--- config.mk ---
export PLATFORM = sky130hd
export DESIGN_NAME = reader_pref_rw_lock_core
export DESIGN_NICKNAME = d
export VERILOG_FILES = /design/src/sv/rprw_pkg.sv /design/src/sv/rprw_lock.sv /design/src/sv/reader_pref_rw_lock_core.sv
export SDC_FILE = /design/constraint.sdc
export NUM_CORES = 1
export LEC_CHECK = 0
export BUFFER_PORTS_ARGS = -buffer_cell sky130_fd_sc_hd__clkbuf_2
export CAP_MARGIN = 20
export CORE_MARGIN = 2
export CORE_UTILIZATION = 40
export CTS_CLUSTER_DIAMETER = 40
export DETAILED_ROUTE_END_ITERATION = 10
export SLEW_MARGIN = 25
export SYNTH_ARGS = -nofsm -noshare
export SYNTH_HDL_FRONTEND = slang
export SYNTH_SLANG_ARGS = --single-unit
--- constraint.sdc ---
create_clock -name clk_i -period 3.45 [get_ports clk_i]
set_input_delay 0.69 -clock clk_i [delete_from_list [all_inputs] [get_ports clk_i]]
set_output_delay 0.69 -clock clk_i [all_outputs]
set_load 0.02 [all_outputs]
--- src/sv/rprw_pkg.sv ---
// Shared types and constants for the reader-preference reader-writer lock.
`default_nettype none

package rprw_pkg;

  localparam int unsigned ID_BITS       = 8;
  localparam int unsigned READER_MAX    = 255;
  localparam int unsigned RECURSION_MAX = 255;

  // Effective limits and id mask, all capped to the 8-bit state fields.
  localparam logic [7:0] RD_LIM  = 8'((READER_MAX > 255) ? 255 : READER_MAX);
  localparam logic [7:0] DEP_LIM = 8'((RECURSION_MAX > 255) ? 255 : RECURSION_MAX);
  localparam logic [7:0] ID_MASK = (ID_BITS >= 8) ? 8'hFF : 8'((1 << ID_BITS) - 1);
  localparam logic [7:0] SOLO_ID = 8'd1;

  typedef enum logic [2:0] {
    ACT_READ    = 3'd0,
    ACT_WRITE   = 3'd1,
    ACT_RELEASE = 3'd2,
    ACT_UPGRADE = 3'd3,
    ACT_RESET   = 3'd4
  } action_e;

  typedef enum logic [1:0] {
    MODE_UNLOCKED = 2'd0,
    MODE_READ     = 2'd1,
    MODE_WRITE    = 2'd2
  } mode_e;

  typedef enum logic [2:0] {
    ST_GRANT_READ  = 3'd0,
    ST_GRANT_WRITE = 3'd1,
    ST_BLOCKED     = 3'd2,
    ST_RELEASED    = 3'd3,
    ST_NOTHING     = 3'd4,
    ST_FULL        = 3'd5
  } status_e;

  typedef struct packed {
    logic [1:0] held_mode;
    logic [7:0] requester_id;
    action_e    action;
  } req_t;

  typedef struct packed {
    logic       writer_now;
    logic [7:0] readers_now;
    logic       wake_waiters;
    mode_e      new_held_mode;
    status_e    status;
  } res_t;

  typedef struct packed {
    logic [7:0] readers;
    logic       writer;
    logic       sleep;
    logic [7:0] owner;
    logic [7:0] depth;
  } lock_t;

endpackage

`default_nettype wire

--- src/sv/rprw_lock.sv ---
// Lock state registers and the per-request decision logic.
`default_nettype none

module rprw_lock (
  input  wire logic          clk_i,
  input  wire logic          rst_ni,
  input  wire logic          cfg_we_i,
  input  wire logic          cfg_wdata_i,
  input  wire logic          step_i,
  input  wire rprw_pkg::req_t req_i,
  output rprw_pkg::res_t     res_o
);
  import rprw_pkg::*;

  typedef struct packed {
    lock_t   lk;
    status_e st;
    mode_e   md;
  } acq_t;

  typedef struct packed {
    lock_t   lk;
    status_e st;
    logic    wake;
  } rel_t;

  logic  threaded_q;
  lock_t lock_q, lock_d;
  logic [7:0] id;
  mode_e hm;
  acq_t  acq;
  rel_t  rel;

  function automatic acq_t f_reacquire(lock_t s);
    acq_t r;
    r.lk = s;
    r.md = MODE_WRITE;
    if (s.depth >= DEP_LIM) begin
      r.st = ST_FULL;
    end else begin
      r.lk.depth = s.depth + 8'd1;
      r.st = ST_GRANT_WRITE;
    end
    return r;
  endfunction

  function automatic acq_t f_read(lock_t s, logic [7:0] rid, mode_e m);
    acq_t r;
    r.lk = s;
    r.st = ST_BLOCKED;
    r.md = m;
    if (!s.writer) begin
      if (s.readers >= RD_LIM) begin
        r.st = ST_FULL;
      end else begin
        r.lk.readers = s.readers + 8'd1;
        r.st = ST_GRANT_READ;
        r.md = MODE_READ;
      end
    end else if (s.owner == rid) begin
      r = f_reacquire(s);
    end else begin
      r.lk.sleep = 1'b1;
    end
    return r;
  endfunction

  function automatic acq_t f_write(lock_t s, logic [7:0] rid, mode_e m);
    acq_t r;
    r.lk = s;
    r.st = ST_BLOCKED;
    r.md = m;
    if (s.writer && s.owner == rid) begin
      r = f_reacquire(s);
    end else if (!s.writer && s.readers == 8'd0) begin
      r.lk.writer = 1'b1;
      r.lk.owner  = rid;
      r.lk.depth  = 8'd1;
      r.st = ST_GRANT_WRITE;
      r.md = MODE_WRITE;
    end else begin
      r.lk.sleep = 1'b1;
    end
    return r;
  endfunction

  // The writer release does not check the owner id.
  function automatic rel_t f_release(lock_t s);
    rel_t r;
    r.lk   = s;
    r.st   = ST_RELEASED;
    r.wake = 1'b0;
    if (!s.writer) begin
      if (s.readers == 8'd0) begin
        r.st = ST_NOTHING;
      end else begin
        r.lk.readers = s.readers - 8'd1;
        if (s.readers == 8'd1 && s.sleep) begin
          r.lk.sleep = 1'b0;
          r.wake = 1'b1;
        end
      end
    end else begin
      if (s.depth != 8'd0) begin
        r.lk.depth = s.depth - 8'd1;
      end
      if (r.lk.depth == 8'd0) begin
        r.lk.writer = 1'b0;
        r.lk.owner  = 8'd0;
        if (s.readers == 8'd0 && s.sleep) begin
          r.lk.sleep = 1'b0;
          r.wake = 1'b1;
        end
      end
    end
    return r;
  endfunction

  assign id = threaded_q ? (req_i.requester_id & ID_MASK) : SOLO_ID;
  // Held mode three is taken as write.
  assign hm = req_i.held_mode[1] ? MODE_WRITE : mode_e'(req_i.held_mode);

  always_comb begin
    lock_d = lock_q;
    res_o.status = ST_NOTHING;
    res_o.new_held_mode = hm;
    res_o.wake_waiters = 1'b0;
    acq = '0;
    rel = '0;
    case (req_i.action)
      ACT_READ: begin
        acq = f_read(lock_q, id, hm);
        lock_d = acq.lk;
        res_o.status = acq.st;
        res_o.new_held_mode = acq.md;
      end
      ACT_WRITE: begin
        acq = f_write(lock_q, id, hm);
        lock_d = acq.lk;
        res_o.status = acq.st;
        res_o.new_held_mode = acq.md;
      end
      ACT_RELEASE: begin
        res_o.new_held_mode = MODE_UNLOCKED;
        if (hm != MODE_UNLOCKED) begin
          rel = f_release(lock_q);
          lock_d = rel.lk;
          res_o.status = rel.st;
          res_o.wake_waiters = rel.wake;
        end
      end
      ACT_UPGRADE: begin
        if (hm == MODE_UNLOCKED) begin
          res_o.new_held_mode = MODE_UNLOCKED;
        end else if (hm == MODE_WRITE) begin
          res_o.status = ST_GRANT_WRITE;
          res_o.new_held_mode = MODE_WRITE;
        end else begin
          // Give up the read hold, then try for the write lock.
          rel = f_release(lock_q);
          acq = f_write(rel.lk, id, MODE_UNLOCKED);
          lock_d = acq.lk;
          res_o.status = acq.st;
          res_o.new_held_mode = acq.md;
          res_o.wake_waiters = rel.wake;
        end
      end
      ACT_RESET: begin
        lock_d = '0;
        res_o.status = ST_RELEASED;
        res_o.new_held_mode = MODE_UNLOCKED;
      end
      default: begin
        res_o.status = ST_NOTHING;
        res_o.new_held_mode = hm;
      end
    endcase
    res_o.readers_now = lock_d.readers;
    res_o.writer_now  = lock_d.writer;
  end

  always_ff @(posedge clk_i or negedge rst_ni) begin
    if (!rst_ni) begin
      threaded_q <= 1'b0;
      lock_q     <= '0;
    end else begin
      if (cfg_we_i) begin
        threaded_q <= cfg_wdata_i;
      end
      if (step_i) begin
        lock_q <= lock_d;
      end
    end
  end

endmodule

`default_nettype wire

--- src/sv/reader_pref_rw_lock_core.sv ---
// Top level of the reader-preference reader-writer lock with stream ports.
//
// Requests arrive on the s_axis channel, one transaction per request, and
// each produces exactly one result transaction on the m_axis channel.
// A request is captured in an input register; once the output register is
// free or draining, the decision is made against the current lock state,
// the state is updated, and the result is loaded into the output register.
// One request per cycle is sustained while m_axis_tready stays high, the
// decision being combinational between the input and output registers.
// When the receiver holds m_axis_tready low, the result stays in the output
// register, one further request waits in the input register, and then
// s_axis_tready drops until the output register drains.
// The threaded bit is written through cfg_we_i/cfg_wdata_i; the user must do
// so only while no request is in flight, which the block does not enforce.
// Reset clears the lock state, the threaded bit and both pipeline valid
// flags; no request is lost or repeated across stalls.
`default_nettype none

module reader_pref_rw_lock_core (
  input  wire logic        clk_i,
  input  wire logic        rst_ni,
  input  wire logic        cfg_we_i,
  input  wire logic        cfg_wdata_i,
  input  wire logic        s_axis_tvalid,
  output logic             s_axis_tready,
  // [2:0] action, [10:3] requester_id, [12:11] held_mode, [15:13] zero
  input  wire logic [15:0] s_axis_tdata,
  output logic             m_axis_tvalid,
  input  wire logic        m_axis_tready,
  // [2:0] status, [4:3] new_held_mode, [5] wake_waiters, [13:6] readers_now,
  // [14] writer_now, [15] zero
  output logic [15:0]      m_axis_tdata
);
  import rprw_pkg::*;

  logic in_valid_q;
  req_t in_req_q;
  logic out_valid_q, out_valid_d;
  res_t out_q, res;
  logic advance;

  assign advance = in_valid_q && (!out_valid_q || m_axis_tready);
  assign s_axis_tready = !in_valid_q || advance;
  assign out_valid_d = advance || (out_valid_q && !m_axis_tready);

  rprw_lock u_lock (
    .clk_i       (clk_i),
    .rst_ni      (rst_ni),
    .cfg_we_i    (cfg_we_i),
    .cfg_wdata_i (cfg_wdata_i),
    .step_i      (advance),
    .req_i       (in_req_q),
    .res_o       (res)
  );

  always_ff @(posedge clk_i or negedge rst_ni) begin
    if (!rst_ni) begin
      in_valid_q  <= 1'b0;
      out_valid_q <= 1'b0;
    end else begin
      if (s_axis_tready) begin
        in_valid_q <= s_axis_tvalid;
      end
      out_valid_q <= out_valid_d;
    end
  end

  always_ff @(posedge clk_i) begin
    if (s_axis_tready && s_axis_tvalid) begin
      in_req_q.action       <= action_e'(s_axis_tdata[2:0]);
      in_req_q.requester_id <= s_axis_tdata[10:3];
      in_req_q.held_mode    <= s_axis_tdata[12:11];
    end
    if (advance) begin
      out_q <= res;
    end
  end

  assign m_axis_tvalid = out_valid_q;
  assign m_axis_tdata  = {1'b0, out_q.writer_now, out_q.readers_now, out_q.wake_waiters,
                          out_q.new_held_mode, out_q.status};

`ifndef NO_ASSERTIONS
  // A decided request always shows up as a result in the next cycle.
  a_advance_out: assert property (@(posedge clk_i) disable iff (!rst_ni)
    advance |=> m_axis_tvalid)
    else $error("decided request did not reach the output register");

  // A writer and active readers never coexist.
  a_exclusive: assert property (@(posedge clk_i) disable iff (!rst_ni)
    m_axis_tvalid |-> !(out_q.writer_now && out_q.readers_now != 8'd0))
    else $error("writer held while readers are counted");

  // A wake only comes from a release, possibly inside an upgrade, which then
  // either gets the write lock or is refused.
  a_wake_src: assert property (@(posedge clk_i) disable iff (!rst_ni)
    (m_axis_tvalid && out_q.wake_waiters) |->
      (out_q.status == ST_RELEASED || out_q.status == ST_BLOCKED ||
       out_q.status == ST_GRANT_WRITE))
    else $error("wake raised without a release");

  // A write grant always leaves the requester in write mode.
  a_grant_write: assert property (@(posedge clk_i) disable iff (!rst_ni)
    (m_axis_tvalid && out_q.status == ST_GRANT_WRITE) |->
      (out_q.new_held_mode == MODE_WRITE))
    else $error("write grant without write mode");
`endif

endmodule

`default_nettype wire

==> results of run 1 <==
## layout by cell type (no fill, tap or decap), drive strengths merged, types with 9 or more instances in the layout
cell / netlist / final
nand3: 19 / 19
nor3: 18 / 18
o21ai: 43 / 43
o211ai: 9 / 9
dfrtp: 29 / 29
a31oi: 12 / 12
nand2: 40 / 40
inv: 20 / 20
clkbuf: 28 / 45
and3: 11 / 11
nor2: 52 / 52
mux2: 10 / 10
edfxtp: 28 / 28
o22ai: 9 / 9
nand2b: 11 / 11
a21oi: 23 / 23
buf: 6 / 27
## per-stage QoR
step | hold slack (ns) | instance area (um2) | power [mW] | setup WS, ns | utilization
global route | 0.491 | 4890 | 3.08 | 0.0443 | 0.472
finish | 0.429 | 4890 | 2.87 | 0.378 | 0.472
global placement | 0.485 | 4700 | 2.22 | 0.458 | 0.454
floorplan | 0.394 | 4300 | 1.85 | 0.250 | -
detailed placement | 0.482 | 4700 | 2.24 | 0.419 | 0.454
CTS | 0.453 | 4890 | 2.87 | 0.394 | 0.472
## worst min path at each step
| stage | from | cells after the start | endpoint |
|---|---|---|---|
| 2_1_floorplan | rst_ni | 0 | in_valid_q |
| 3_3_place_gp | u_lock.lock_q[16] | 1 | u_lock.lock_q[16] |
| 3_5_place_dp | u_lock.lock_q[16] | 1 | u_lock.lock_q[16] |
| 4_1_cts | rst_ni | 1 | u_lock.lock_q[19] |
| 5_1_grt | rst_ni | 1 | in_valid_q |
| 6_report | rst_ni | 1 | u_lock.lock_q[0] |
## routing by layer
| metal | track usage | up-vias |
|---|---|---|
| met5 | 0 | - |
| met4 | 0.0916 | 0 |
| met3 | 0.0424 | 18 |
| met2 | 0.309 | 178 |
| met1 | 0.311 | 1950 |
| li1 | - | 1979 |
## registers in the layout, summed over array words and instances, names as in the netlist
register	flops
u_lock.threaded_q	1
u_lock.lock_q	26
in_valid_q	1
in_req_q	13
m_axis_tdata	15
m_axis_tvalid	1
## worst register-to-register path: stages, from the launching register on
cell and delay, ns:
dfrtp_1 0.38, inv_1 0.11, ha_1 0.29, or3b_1 0.41, o21a_1 0.24, or3_1 0.33
a21oi_2 0.17, a21bo_1 0.32, nand3_1 0.17, or3b_1 0.39
## where the power goes
group | switching [mW] | internal, mW | total (mW)
Clock | 0.291 | 0.328 | 0.619
Combinational | 0.796 | 0.508 | 1.30
Sequential | 0.113 | 0.836 | 0.950
## cell type report
| type | instances | share of cell area |
|---|---|---|
| multi-input combinational | 395 | 0.513 |
| clock buffer | 10 | 0.0261 |
| clock inverter | 6 | 0.0120 |
| tap | 136 | 0.0348 |
| inverter | 21 | 0.0161 |
| sequential | 57 | 0.320 |
| timing repair buffer | 62 | 0.0773 |
## cells by family (layout without fill, tap and decap cells)
family	after synthesis	after routing	synth area share
fa+ha+maj	7	7	0.0204
other cells	1	1	0.000872
xor+xnor	11	11	0.0224
simple gates	197	197	0.237
compound gates	162	162	0.259
mux	17	17	0.0442
flops	57	57	0.364
buf+inv	55	99	0.0518
==> results by group, run 1 <==
Detailed routing
  – Highest Signal Layer: met4
  – Vias: 4,125
  – DRT met1 WL: between 5 and 6 mm
  – Post-route ant nets: 0
  – Met2 WL: between 5 and 6 mm
  – DRC errors left: 0
  – Total Wirelength: around 12 mm
  – Initial DRC Count: slightly above 500
  – Avg WL per Cell: between 15 and 20 um
  – Pre-antenna DRT Iters: 5
  – DR vias/cell: between 6 and 7
  – Routed met3 length: 910 um

Logic synthesis
  – Seq/Total Area, Yosys: 0.364
  – Synth warn: 0
  – Most common cell in the netlist: nor2_1
  – Largest area contributor in the synthesized netlist: edfxtp_1
  – Mapped Nets: 536
  – Main area contributors after synthesis: edfxtp_1 20%, dfrtp_1 17%, nor2_1 4.5%, o21ai_0 4.3%, nand2_1 3.5%
  – Syn avg cell area: around 8.5 um2
  – Top_reg_cell synth: dfrtp_1
  – Synth Instances: between 500 and 600
  – Number of synthesized register bits: 57
  – EDFF count, synth: 28
  – Distinct cells, synth: 76
  – Synth top cells by count: 52 x nor2_1, 40 x nand2_1, 37 x o21ai_0
  – Ys async rst share: 0.509
  – Cell Area, Synth: 0.00430 mm2
  – Share of the synthesized area in the top cell type: 0.196

Critical path
  – Top cell by count, worst path: or3b_1
  – Crit path cell chain: inv_1 > ha_1 > or3b_1 > o21a_1 > or3_1 > a21oi_2 > a21bo_1 > nand3_1 > or3b_1
  – Reg2Reg Depth: 9
  – Crit path DAT: about 3.2 ns
  – Critical path class: register to register
  – Crit. End Element: register
  – RR Endpoint: m_axis_tdata[1]
  – CP max-delay cell: or3b_1
  – Crit path launch type: register
  – Crit-path max cell delay: 0.41 ns
  – Internal reg-to-reg setup slack: 0.38 ns
  – Critical path endpoint: m_axis_tdata[1]
  – Critical path buffer and inverter count: 1
  – Worst setup path startpoint: u_lock.lock_q[18]
  – CP required: 3.55 ns
  – RR Startpoint: u_lock.lock_q[18]
  – Crit path depth: 9
  – CP top delay family: simple AND/OR/NAND/NOR gates
  – Worst Path Max Fanout: 7

CTS
  – Clock sink count: 57
  – Post-CTS Hold Buffers: 0
  – Resized Gates After CTS: 0
  – Clock slew at reported path FFs: ~0.080 ns
  – Post-CTS Setup Inserts: 0
  – Clock root buffer: clkbuf_8
  – TritonCTS clock tree: built
  – H-tree depth: 3
  – TritonCTS buffer count: 9
  – Insertion delay to the later sink of the worst-skew pair: roughly 0.36 ns
  – Max clock buf depth: 2

Final layout
  – Area Overhead vs Synth: 13.7%
  – Ant diodes: 0
  – Fillers: roughly 1,000
  – Multi-input gate area: 0.00251 mm2
  – Share of cells above drive strength 1: 0.176
  – Register Area: 0.00157 mm2
  – Non-filler cells in the finished layout: about 700
  – Final net count: 575

STA
  – Post-layout min period: slightly above 3 ns
  – Worst Skew: between 0.01 and 0.015 ns
  – Fin crit share: 0.890
  – Max Freq: ~0.33 GHz
  – Least-Margin Pin Slew: roughly 0.85 ns
  – Slew HR: 0.432
  – Final Max Slew Viols: 0
  – Final hold violations: 0
  – Final setup violation count: 0
  – RSZ-0062 raised after global routing: no
  – Setup TNS: 0 ns

GRT
  – GRT Residual Overflow: 0
  – Global-route wire length before repair: just under 20 mm
  – Tot GR Track Use: 0.215
  – Largest net degree at the start of global routing: 30
  – Initial antenna violation count: 0
  – Vias in the first global route: approximately 3,900

Run status
  – Status: finished, final reports clean

Floorplan
  – Io pins: 40
  – Die Wd: between 100 and 150 um
  – Die Y-Extent: ~110 um
  – Rows: 37
  – Core ar.: approximately 0.010 mm2
  – Die ar.: 0.0116 mm2
  – Initial Util: 0.415

Placement
  – Cells after DPL: 671
  – Final Wtd Congestion: about 0.96
  – # port buffers: 35
  – Dpl hpwl: around 8.5 mm

Power
  – Peak VDD IR: a little over 0.0003 V
  – Pwr/cell area: 587 mW/mm2
  – LEAKAGE: a little under 2 nW

Min path
  – Worst hold path class: input pin to asynchronous set/reset pin

Run
  – Max_cap viols: 0
Power figures use the tool's default switching activity.
==> run 2, diff against run 1 <==
Settings changed: CORE_MARGIN 2 to 4.
==> run 2 against run 1 <==
Total power grew 3.3%. Register-to-register slack lost 0.09 ns. Highest routed layer unchanged. Setup slack worse by 0.095 ns. Maximum frequency down 3.0%. Cell count is 0.73% lower. Utilization down 0.23 points. Sequential power is 4.4% higher. Largest power group unchanged.
==> results by group, run 2 (synthesis gave the netlist of run 1 again) <==
Final layout
  – Share of cells above drive strength 1: 0.168 (was 0.176)
  – Commonest non-fill, non-tap cell in the layout: nor2_1 (unchanged)
  – Fillers: 1,022 (was 1,014)
  – Multi-input gate area: 0.00251 mm2 (unchanged)
  – Largest register FFs: 26 (unchanged)
  – Reg with most FFs: u_lock.lock_q (unchanged)
  – Register Area: 0.00157 mm2 (unchanged)
  – Final net count: 570 (was 575)
  – Ant diodes: 0 (unchanged)
  – Area Overhead vs Synth: 13.7% (about the same)
  – Non-filler cells in the finished layout: 682 (was 687)
  – Commonest cells after routing, fill and taps aside: 52 x nor2_1, 40 x nand2_1, 37 x o21ai_0 (unchanged)

Power
  – Combinational power share: 0.421 (was 0.454)
  – Clk network pwr share: 0.244 (was 0.216)
  – Pwr/cell area: 607 mW/mm2 (was 587 mW/mm2)
  – LEAKAGE: 1.92 nW (was 1.93 nW)
  – Int Pwr: 1.77 mW (was 1.67 mW)
  – Sw Share: 0.405 (was 0.418)
  – NetSw: 1.20 mW (about the same)
  – Reg power frac: 0.334 (was 0.331)
  – Peak VDD IR: 0.000220 V (was 0.000302 V)

STA
  – Worst Skew: 0.0210 ns (was 0.0140 ns)
  – Least-Margin Pin Slew: 0.809 ns (was 0.852 ns)
  – Post-layout min period: 3.17 ns (was 3.07 ns)
  – Setup WS post-layout: 0.283 ns (was 0.378 ns)
  – Final setup violation count: 0 (unchanged)
  – Final Max Slew Viols: 0 (unchanged)
  – Hold Slack: 0.403 ns (was 0.429 ns)
  – Final hold violations: 0 (unchanged)
  – Setup TNS: 0 ns (unchanged)
  – Max Freq: 0.316 GHz (was 0.326 GHz)
  – Fin crit share: 0.918 (was 0.890)
  – Slew HR: 0.461 (was 0.432)
  – RSZ-0062 raised after global routing: no (unchanged)

Detailed routing
  – DR vias/cell: 5.99 (was 6.00)
  – Total Wirelength: 12.0 mm (was 11.8 mm)
  – Vias: 4,084 (was 4,125)
  – Post-route ant nets: 0 (unchanged)
  – Pre-antenna DRT Iters: 5 (unchanged)
  – DRC errors left: 0 (unchanged)
  – Avg WL per Cell: 17.6 um (was 17.2 um)
  – Initial DRC Count: 491 (was 517)

Floorplan
  – Die Wd: 112 um (was 108 um)
  – Core ar.: 0.0104 mm2 (about the same)
  – Rows: 37 (unchanged)
  – Io pins: 40 (unchanged)
  – Initial Util: 0.413 (was 0.415)
  – Die ar.: 0.0125 mm2 (was 0.0116 mm2)
  – Die Y-Extent: 112 um (was 108 um)

GRT
  – Initial antenna violation count: 0 (unchanged)
  – Largest net degree at the start of global routing: 30 (unchanged)
  – Global-route wire length before repair: 20.2 mm (was 19.5 mm)
  – Vias in the first global route: 4,003 (was 3,850)
  – Tot GR Track Use: 0.199 (was 0.215)
  – GRT Residual Overflow: 0 (unchanged)

Critical path
  – Crit. End Element: register (unchanged)
  – Worst Path Max Fanout: 11 (was 7)
  – Critical path buffer and inverter count: 1 (unchanged)
  – Crit-path max cell delay: 0.41 ns (about the same)
  – RR Startpoint: u_lock.lock_q[19] (was u_lock.lock_q[18])
  – Crit path cell chain: inv_1 > ha_1 > or3b_1 > o21a_1 > or3_1 > a21oi_2 > a21bo_1 > nand3_1 > or3b_1 (unchanged)
  – Worst setup path startpoint: u_lock.lock_q[19] (was u_lock.lock_q[18])
  – CP top delay family: simple AND/OR/NAND/NOR gates (unchanged)
  – CP required: 3.53 ns (was 3.55 ns)
  – Crit path DAT: 3.25 ns (was 3.17 ns)
  – Crit path depth: 9 (unchanged)
  – Top cell by count, worst path: or3b_1 (unchanged)
  – Critical path class: register to register (unchanged)
  – Crit path launch type: register (unchanged)
  – CP max-delay cell: or3b_1 (unchanged)
  – Reg2Reg Depth: 9 (unchanged)

CTS
  – Resized Gates After CTS: 0 (unchanged)
  – Clock root buffer: clkbuf_8 (unchanged)
  – TritonCTS buffer count: 9 (unchanged)
  – Post-CTS Setup Inserts: 0 (unchanged)
  – TritonCTS clock tree: built (unchanged)
  – Post-CTS Hold Buffers: 0 (unchanged)
  – Clock sink count: 57 (unchanged)
  – H-tree depth: 3 (unchanged)
  – Insertion delay to the later sink of the worst-skew pair: 0.36 ns (about the same)
  – Clock slew at reported path FFs: 0.09 ns (was 0.08 ns)
  – Max clock buf depth: 2 (unchanged)

Run
  – Max_cap viols: 0 (unchanged)

Placement
  – Dpl hpwl: 8.78 mm (was 8.48 mm)
  – DP Worst Slack: 0.325 ns (was 0.419 ns)
  – Cells after DPL: 666 (was 671)
  – # port buffers: 35 (unchanged)
  – Final Wtd Congestion: 0.941 (was 0.961)

Min path
  – Worst hold path class: input pin to asynchronous set/reset pin (unchanged)

Run status
  – Status: finished, final reports clean (unchanged)
run 2: layer usage:
layer,share of wire,global-route usage,routed length (um)
met3,0.058,0.0348,693
met5,0,0,0
met1,0.47,0.279,5590
met2,0.45,0.303,5470
met4,0.023,0.0827,271
run 2: final cells by class:
cell class | count | share of cell area
Multi-Input combinational cell | 395 | 0.514
Sequential cell | 57 | 0.320
Timing Repair Buffer | 57 | 0.0696
Tap cell | 136 | 0.0348
Clock buffer | 12 | 0.0297
Inverter | 21 | 0.0161
Clock inverter | 4 | 0.0156
run 2: power by group through the flow:
stage / clock network, mW / logic, mW / registers, mW
after floorplan: 0 / 0.896 / 0.957
final: 0.725 / 1.25 / 0.992
after CTS: 0.743 / 1.24 / 0.990
after detailed placement: 0 / 1.23 / 1.00
after global routing: 0.783 / 1.37 / 1.02
after global placement: 0 / 1.21 / 1.00
run 2: path summary, 6_finish.rpt:
| kind | to | slack (ns) |
|---|---|---|
| min reg2reg | m_axis_tvalid | 0.49 |
| max | m_axis_tdata[1] | 0.28 |
| min | u_lock.lock_q[20] | 0.40 |
| max in group asynchronous | u_lock.lock_q[13] | 2.52 |
| max reg2reg | m_axis_tdata[1] | 0.28 |
| min in group clk_i | m_axis_tvalid | 0.49 |
run 2: worst register-to-register path, cell delays in order (launching register included):
cell and delay (ns):
dfrtp_1 0.38, inv_1 0.10, ha_1 0.30, or3b_1 0.41
o21a_1 0.23, or3_1 0.33, a21oi_2 0.21, a21bo_1 0.37
nand3_1 0.18, or3b_1 0.37
run 2: through the flow:
step                      utilization  area (um2)  power [mW]
after CTS                       0.469        4890        2.97
after global placement          0.448        4670        2.22
after global routing            0.469        4890        3.17
final                           0.469        4890        2.97
after floorplan                     -        4300        1.85
after detailed placement        0.448        4670        2.23
